==> src/rtl/core/dct_pkg.sv <==
`timescale 1ns / 1ps
// ----------------------------------------------------------------------------
// dct_pkg
// Shared types, letters and the standard genetic code for the codon translator
// ----------------------------------------------------------------------------
package dct_pkg;

    localparam int unsigned CFG_DATA_W  = 64;
    localparam int unsigned CFG_INDEX_W = 2;

    typedef enum logic [CFG_INDEX_W-1:0] {
        CFG_REVERSE_STRAND  = 2'd0,
        CFG_KEEP_FINAL_STOP = 2'd1,
        CFG_ALT_START_MASK  = 2'd2,
        CFG_ALT_STOP_MASK   = 2'd3
    } cfg_index_t;

    localparam logic [7:0] CHAR_X    = 8'h58;
    localparam logic [7:0] CHAR_M    = 8'h4D;
    localparam logic [7:0] CHAR_STOP = 8'h2A;

    localparam logic [511:0] CODE_STR =
        "KNKNIIMIRSRSTTTT*Y*YLFLF*CWCSSSSEDEDVVVVGGGGAAAAQHQHLLLLRRRRPPPP";

    typedef struct packed {
        logic [3:0] base_mask;
        logic       last_base;
    } dct_in_t;

    typedef struct packed {
        logic [7:0] residue;
        logic       residue_valid;
        logic       end_of_protein;
    } dct_out_t;

    // one codon handed from the base collector to the residue unit
    typedef struct packed {
        logic [3:0] b0;
        logic [3:0] b1;
        logic [3:0] b2;
        logic       partial;
        logic       first;
        logic       last;
    } dct_codon_t;

    typedef struct packed {
        logic        reverse_strand;
        logic        keep_final_stop;
        logic [63:0] alt_start_mask;
        logic [63:0] alt_stop_mask;
    } dct_cfg_t;

    // letter of codon index (x<<4)|(y<<2)|z, first character at index 0
    function automatic logic [7:0] code_letter(input logic [5:0] idx);
        logic [8:0] bit_pos;
        bit_pos = {~idx, 3'b000};
        return CODE_STR[bit_pos +: 8];
    endfunction

    function automatic logic [3:0] complement_mask(input logic [3:0] m);
        return {m[2], m[3], m[0], m[1]};
    endfunction

    // position of the lowest set bit, 0 when empty
    function automatic logic [1:0] lowest_base(input logic [3:0] m);
        logic [1:0] pos;
        pos = 2'd0;
        priority if (m[0]) pos = 2'd0;
        else if (m[1]) pos = 2'd1;
        else if (m[2]) pos = 2'd2;
        else if (m[3]) pos = 2'd3;
        else pos = 2'd0;
        return pos;
    endfunction

endpackage

==> src/rtl/core/dct_residue_unit.sv <==
`timescale 1ns / 1ps
// ----------------------------------------------------------------------------
// dct_residue_unit
// Resolves one codon of ambiguity masks to its residue, with start/stop rules
// ----------------------------------------------------------------------------
module dct_residue_unit (
    input  dct_pkg::dct_codon_t codon,
    input  dct_pkg::dct_cfg_t   cfg,
    output dct_pkg::dct_out_t   result
);

    logic [3:0] ma;
    logic [3:0] mb;
    logic [3:0] mc;
    logic [5:0] idx;
    logic [7:0] first_letter;
    logic       nonempty;
    logic       mismatch;
    logic       ok;
    logic [7:0] letter;
    logic [7:0] after_start;
    logic [7:0] after_stop;

    always_comb begin
        if (cfg.reverse_strand) begin
            ma = dct_pkg::complement_mask(codon.b2);
            mb = dct_pkg::complement_mask(codon.b1);
            mc = dct_pkg::complement_mask(codon.b0);
        end else begin
            ma = codon.b0;
            mb = codon.b1;
            mc = codon.b2;
        end
    end

    assign nonempty = (ma != 4'd0) && (mb != 4'd0) && (mc != 4'd0);
    assign idx = {dct_pkg::lowest_base(ma), dct_pkg::lowest_base(mb),
                  dct_pkg::lowest_base(mc)};
    assign first_letter = dct_pkg::code_letter(idx);

    // every expansion must give the letter of the lowest one
    always_comb begin
        mismatch = 1'b0;
        for (int i = 0; i < 64; i++) begin
            if (ma[i / 16] && mb[(i / 4) % 4] && mc[i % 4] &&
                (dct_pkg::code_letter(6'(i)) != first_letter)) begin
                mismatch = 1'b1;
            end
        end
    end

    assign ok     = nonempty && !mismatch;
    assign letter = ok ? first_letter : dct_pkg::CHAR_X;

    always_comb begin
        after_start = letter;
        if (codon.first && ok && (letter != dct_pkg::CHAR_M) &&
            cfg.alt_start_mask[idx]) begin
            after_start = dct_pkg::CHAR_M;
        end
        after_stop = after_start;
        if (codon.last && ok && (after_start != dct_pkg::CHAR_STOP) &&
            cfg.alt_stop_mask[idx]) begin
            after_stop = dct_pkg::CHAR_STOP;
        end
    end

    always_comb begin
        result.end_of_protein = codon.last;
        result.residue_valid  = 1'b1;
        if (codon.partial) begin
            result.residue = dct_pkg::CHAR_X;
        end else if (codon.last && !cfg.keep_final_stop &&
                     (after_stop == dct_pkg::CHAR_STOP)) begin
            result.residue       = 8'd0;
            result.residue_valid = 1'b0;
        end else begin
            result.residue = after_stop;
        end
    end

endmodule

==> src/rtl/core/dna_codon_translator.sv <==
`timescale 1ns / 1ps
// ----------------------------------------------------------------------------
// dna_codon_translator
// Groups a base stream into codons and emits one residue per codon
// ----------------------------------------------------------------------------
// the base that completes a codon loads the codon register; its residue then
//   passes to the result register, from which it is transferred
// throughput: one base per cycle, limited only by result back-pressure
// reset: clears configuration to zero and the codon state to the start of a
//   sequence; no memories to clear
module dna_codon_translator (
    input  logic                              aclk,
    input  logic                              aresetn,
    input  logic                              cfg_wr_en,
    input  logic [dct_pkg::CFG_INDEX_W-1:0]   cfg_index,
    input  logic [dct_pkg::CFG_DATA_W-1:0]    cfg_wr_data,
    input  logic                              s_valid,
    output logic                              s_ready,
    input  dct_pkg::dct_in_t                  s_payload,
    output logic                              m_valid,
    input  logic                              m_ready,
    output dct_pkg::dct_out_t                 m_payload
);

    dct_pkg::dct_cfg_t   cfg_reg;
    logic [7:0]          held_reg;
    logic [7:0]          held_next;
    logic [1:0]          phase_reg;
    logic [1:0]          phase_next;
    logic                first_reg;
    logic                first_next;
    logic                s1_valid_reg;
    logic                s1_valid_next;
    dct_pkg::dct_codon_t s1_codon_reg;
    dct_pkg::dct_codon_t s1_codon_next;
    logic                m_valid_reg;
    logic                m_valid_next;
    dct_pkg::dct_out_t   m_payload_reg;
    dct_pkg::dct_out_t   residue_out;
    logic                in_xfer;
    logic                out_free;
    logic                s1_move;
    logic                s1_load;

    // configuration registers
    always_ff @(posedge aclk) begin
        if (!aresetn) begin
            cfg_reg <= '0;
        end else if (cfg_wr_en) begin
            unique case (dct_pkg::cfg_index_t'(cfg_index))
                dct_pkg::CFG_REVERSE_STRAND:  cfg_reg.reverse_strand  <= cfg_wr_data[0];
                dct_pkg::CFG_KEEP_FINAL_STOP: cfg_reg.keep_final_stop <= cfg_wr_data[0];
                dct_pkg::CFG_ALT_START_MASK:  cfg_reg.alt_start_mask  <= cfg_wr_data;
                dct_pkg::CFG_ALT_STOP_MASK:   cfg_reg.alt_stop_mask   <= cfg_wr_data;
                default: ;
            endcase
        end
    end

    assign out_free = !m_valid_reg || m_ready;
    assign s1_move  = s1_valid_reg && out_free;
    assign s_ready  = !s1_valid_reg || out_free;
    assign in_xfer  = s_valid && s_ready;

    // base collection
    always_comb begin
        held_next     = held_reg;
        phase_next    = phase_reg;
        first_next    = first_reg;
        s1_load       = 1'b0;
        s1_codon_next = s1_codon_reg;
        if (in_xfer) begin
            if (phase_reg != 2'd2) begin
                if (s_payload.last_base) begin
                    s1_load               = 1'b1;
                    s1_codon_next         = '0;
                    s1_codon_next.partial = 1'b1;
                    s1_codon_next.last    = 1'b1;
                    held_next             = '0;
                    phase_next            = 2'd0;
                    first_next            = 1'b1;
                end else begin
                    if (phase_reg == 2'd0) begin
                        held_next = {4'd0, s_payload.base_mask};
                    end else begin
                        held_next = {s_payload.base_mask, held_reg[3:0]};
                    end
                    phase_next = phase_reg + 2'd1;
                end
            end else begin
                s1_load               = 1'b1;
                s1_codon_next.b0      = held_reg[3:0];
                s1_codon_next.b1      = held_reg[7:4];
                s1_codon_next.b2      = s_payload.base_mask;
                s1_codon_next.partial = 1'b0;
                s1_codon_next.first   = first_reg;
                s1_codon_next.last    = s_payload.last_base;
                held_next             = '0;
                phase_next            = 2'd0;
                first_next            = s_payload.last_base;
            end
        end
    end

    always_comb begin
        if (s1_load) begin
            s1_valid_next = 1'b1;
        end else if (s1_move) begin
            s1_valid_next = 1'b0;
        end else begin
            s1_valid_next = s1_valid_reg;
        end
        if (s1_move) begin
            m_valid_next = 1'b1;
        end else if (m_ready) begin
            m_valid_next = 1'b0;
        end else begin
            m_valid_next = m_valid_reg;
        end
    end

    always_ff @(posedge aclk) begin
        if (!aresetn) begin
            held_reg     <= '0;
            phase_reg    <= 2'd0;
            first_reg    <= 1'b1;
            s1_valid_reg <= 1'b0;
            m_valid_reg  <= 1'b0;
        end else begin
            held_reg     <= held_next;
            phase_reg    <= phase_next;
            first_reg    <= first_next;
            s1_valid_reg <= s1_valid_next;
            m_valid_reg  <= m_valid_next;
        end
    end

    always_ff @(posedge aclk) begin
        s1_codon_reg <= s1_codon_next;
        if (s1_move) begin
            m_payload_reg <= residue_out;
        end
    end

    dct_residue_unit u_residue (
        .codon  (s1_codon_reg),
        .cfg    (cfg_reg),
        .result (residue_out)
    );

    assign m_valid   = m_valid_reg;
    assign m_payload = m_payload_reg;

endmodule

==> config.mk <==
export PLATFORM = sky130hd
export DESIGN_NAME = dna_codon_translator
export DESIGN_NICKNAME = d
export VERILOG_FILES = /design/src/rtl/core/dct_pkg.sv /design/src/rtl/core/dct_residue_unit.sv /design/src/rtl/core/dna_codon_translator.sv
export SDC_FILE = /design/constraint.sdc
export NUM_CORES = 1
export LEC_CHECK = 0
export BUFFER_PORTS_ARGS = -buffer_cell sky130_fd_sc_hd__buf_4
export CAP_MARGIN = 30
export CELL_PAD_IN_SITES_DETAIL_PLACEMENT = 1
export CELL_PAD_IN_SITES_GLOBAL_PLACEMENT = 2
export CORE_MARGIN = 2
export CORE_UTILIZATION = 39
export CTS_CLUSTER_DIAMETER = 100
export DETAILED_ROUTE_END_ITERATION = 8
export PLACE_DENSITY = 0.94
export SYNTH_ARGS = -nofsm -noshare
export SYNTH_HDL_FRONTEND = slang
export SYNTH_SLANG_ARGS = --single-unit
==> constraint.sdc <==
create_clock -name aclk -period 11.6 [get_ports aclk]
set_input_delay 1.16 -clock aclk [delete_from_list [all_inputs] [get_ports aclk]]
set_output_delay 1.16 -clock aclk [all_outputs]
set_load 0.01 [all_outputs]
==> flow_summary.yaml <==
status:
  run_status: "completed"
timing:
  final.period_utilization_pct: 46.6
  grt_setup_unrepaired: "no"
  clock_tree_skew_after_final_layout_ns: 0.0174
  finalMaxSlewViolations: 0
  final-hold-violation-count: 0
  slew_headroom_pct: 35.9
  timing_worst_slew_pin_value_ns: 0.957
  finalSetupViolCount: 0
  maximum_clock_frequency_mhz: 185
  final.hold.worst_slack_ns: 0.463
  fin_crit_period_ns: 5.40
  setup_total_negative_slack_ns: 0
finish:
  largest_register_ffs: 130
  post_route_cells_drive_above_1_share_pct: 15.8
  flow.area_growth_from_synthesis_pct: 15.4
  final_design_area_no_fill_sq_um: 10700
  final.fill_count: 2788
  insertedDiodeCount: 0
  fin_nets: 1239
  finalCoreUtilization_pct: 45.6
synthesis:
  ys.flop_type: "dfxtp_1"
  ys_ff_latch: 167
  ys_types: 91
  yosys.area_share.adder_pct: 1.22
  post_synth_inst_count: 1112
  synth.net_count: 1197
  synth_xor_xnor_area_share_pct: 0
  post_synth_instance_area_sq_um: 9230
  synth-edff-count: 24
  synth_simple_gate_area_share_pct: 23.6
  postSynthAreaPerCell_sq_um: 8.30
  synthesis_warning_total: 0
  synth.mux.area_fraction_pct: 6.29
  async_reset_ff_share_pct: 0
  synth_compound_area_share_pct: 25.8
  synth_sequential_area_ratio_pct: 38.8
  main_combinational_cell_family_by_area_after_synthesis: "compound AO/OA/AOI/OAI gates"
power:
  irDropWorstVdd_mv: 0.0990
  power.share.combinational_pct: 13.9
  power.switching_fraction_pct: 30.1
  power.switching_mw: 0.428
  power.static_leakage_nw: 3.65
  p_per_area_nw_per_um2: 134
  clockPowerShare_pct: 42.5
  total_chip_power_mw: 1.42
  power_report.internal_total_mw: 0.994
  seqPwrFrac_pct: 43.6
clocking:
  cts.repair_timing.setup_buffer_count: 0
  number_of_gates_resized_after_cts: 0
  cts_max_path_buffers: 2
  htree_levels: 4
  cts.sink_count: 167
  number_of_clock_buffers_inserted_by_tritoncts: 17
  clock_latency_ns: 0.45
  cts_tree: "done"
  post_cts_hold_buffer_count: 0
  clockRootBuffer: "clkbuf_16"
  worst_setup_hold_path_clk_slew_ns: 0.07
place:
  dp.final_hpwl_microns: 21900
  place_congestion: 0.986
  detailed_place.area_sq_um: 10000
  io_buffers: 86
drt:
  vias: 8534
  vias_per_cell: 5.74
  finalWirelength_microns: 31300
  drt_drc_violations_left: 0
  postRouteAntennaNets: 0
  drt-wirelength-per-cell_microns: 21.1
  drtIter0Drc: 537
  dr.pass1.iters: 5
critical_path:
  critical_path_peak_fanout: 46
  r2r.worst_path.cells: 14
  timing_worst_setup_path_type: "reg2reg"
  critical_path_arrival_ns: 5.58
  critPathCaptureType: "register"
  worstSetupStartpointType: "register"
  worst_ep_required_time_ns: 11.77
global_routing:
  global_route.usage.total_pct: 25.7
  grt_pass1_wl_microns: 49400
  grt_residual_overflow: 0
  grt_antenna_before_repair: 0
  first_global_vias: 8807
  grt_max_degree: 94
worst_hold_path:
  hold_class: "reg2reg"
  holdPathStages: 2
floorplan:
  io_pins: 88
  die-width_microns: 158
  start_util_pct: 39.5
  die_outline_height_microns: 158
  core_region_area_sq_um: 23300
  floorplan.die_area_sq_um: 24900
  std_cell_rows: 56
job:
  cap_violations: 0
## worst max-delay path, stage by stage, from the launching register on
cell and delay, ns:
dfxtp_2 0.96, nand2b_1 0.24, o21bai_1 0.28, nand2_1 0.33, clkinv_1 0.47, ha_1 0.38, a221oi_1 0.37, nor3_2 0.08
a311oi_1 0.56, o211ai_1 0.27, nor3_1 0.24, a221oi_1 0.12, nor4_1 0.48, and2_2 0.27, o21ai_1 0.07
## area by class of cell
class	instances	area [sq um]	share of cell area, %
multi-input cells	861	5270	49.5
flip-flops and latches	167	3580	33.7
repair buffers	97	726	6.81
clock buffers	17	425	3.99
well taps	319	399	3.75
clock inverters	15	204	1.91
inverters	10	37.5	0.352
## synth_stat cells, types with 4 or more instances
| library cell | instances | area (sq um) |
|---|---|---|
| nor2_1 | 35 | 131 |
| ha_1 | 9 | 113 |
| o32ai_1 | 4 | 35.0 |
| a21boi_0 | 137 | 1030 |
| o21ai_0 | 21 | 105 |
| edfxtp_1 | 24 | 721 |
| o211ai_1 | 9 | 67.6 |
| a31o_2 | 4 | 35.0 |
| a211oi_1 | 6 | 45.0 |
| nand2b_1 | 7 | 43.8 |
| a2bb2oi_1 | 4 | 35.0 |
| nand3_1 | 22 | 110 |
| clkbuf_1 | 51 | 191 |
| or3_1 | 7 | 43.8 |
| buf_6 | 5 | 56.3 |
| nor2b_1 | 10 | 62.6 |
| nor3_1 | 20 | 100 |
| buf_2 | 15 | 75.1 |
| and2_1 | 15 | 93.8 |
| o2111ai_1 | 5 | 43.8 |
| or2_1 | 5 | 31.3 |
| or2_2 | 4 | 25.0 |
| o221ai_1 | 5 | 43.8 |
| a2111oi_0 | 5 | 43.8 |
| o21a_1 | 4 | 30.0 |
| a31oi_1 | 6 | 37.5 |
| nand4_1 | 10 | 62.6 |
| nand2_1 | 328 | 1230 |
| dfxtp_1 | 143 | 2860 |
| o22ai_1 | 11 | 68.8 |
| and3_1 | 6 | 37.5 |
| o31ai_1 | 4 | 30.0 |
| inv_1 | 7 | 26.3 |
| mux4_2 | 4 | 90.1 |
| mux2_2 | 9 | 101 |
| a22oi_1 | 6 | 45.0 |
| a221oi_1 | 6 | 52.6 |
| a21oi_1 | 25 | 125 |
| mux2i_1 | 36 | 360 |
## kinds of logic after synthesis
group           count (synthesis)
fa+ha+maj                       9
buf+inv                        84
other cells                     1
simple gates                  492
flops                         167
compound gates                308
mux                            51
## through the flow
step,setup WS (ns),instances
finish,6.20,1486
global route,5.84,1486
CTS,6.30,1486
detailed placement,6.32,1454
global placement,6.44,1453
floorplan,7.48,1112
## final timing paths
check / from / to / slack, ns
worst min-delay path: held_reg[2] / held_reg[2] / 0.46
worst min register to register: held_reg[2] / held_reg[2] / 0.46
worst max register to register: cfg_reg[129] / m_payload[6] / 6.20
worst max-delay path: cfg_reg[129] / m_payload[6] / 6.20
## metal layers
metal  wire length, microns  track usage (%)  part of all wire [%]  up-vias
met5                      0                0                     0        -
met4                   1080             9.87                   3.4        0
met3                   1370             4.63                   4.4       71
met2                  14300             40.5                    46      195
met1                  14500             35.1                    46     4243
li1                       -                -                     -     4025
## power by group through the flow
stage | combinational (mW) | sequential (mW) | clock, mW
after floorplan | 0.126 | 0.625 | 0
after detailed placement | 0.195 | 0.633 | 0
after global placement | 0.193 | 0.632 | 0
after CTS | 0.196 | 0.620 | 0.615
after global routing | 0.215 | 0.622 | 0.640
final | 0.198 | 0.620 | 0.604
## placed cells by master (no fill, tap or decap), types with 5 or more instances in the layout
master     count
a221oi_1       6
a2111oi_0      5
mux2i_1       36
or2_1          5
buf_4         96
and2_1        15
a22oi_1        6
clkbuf_16     17
o2111ai_1      5
nor3_1        20
o211ai_1       9
o221ai_1       5
a31oi_1        6
nand3_1       21
clkinv_8       5
a21boi_0     137
a21oi_1       25
a211oi_1       6
mux2_2         9
edfxtp_1      24
nand4_1       10
and3_1         5
or3_1          7
nand2b_1       7
nor2_1        34
nand2_1      328
dfxtp_1      142
inv_1          7
ha_1           9
nor2b_1       10
o21ai_0       21
o22ai_1       11
(Power assumes the default switching activity.)
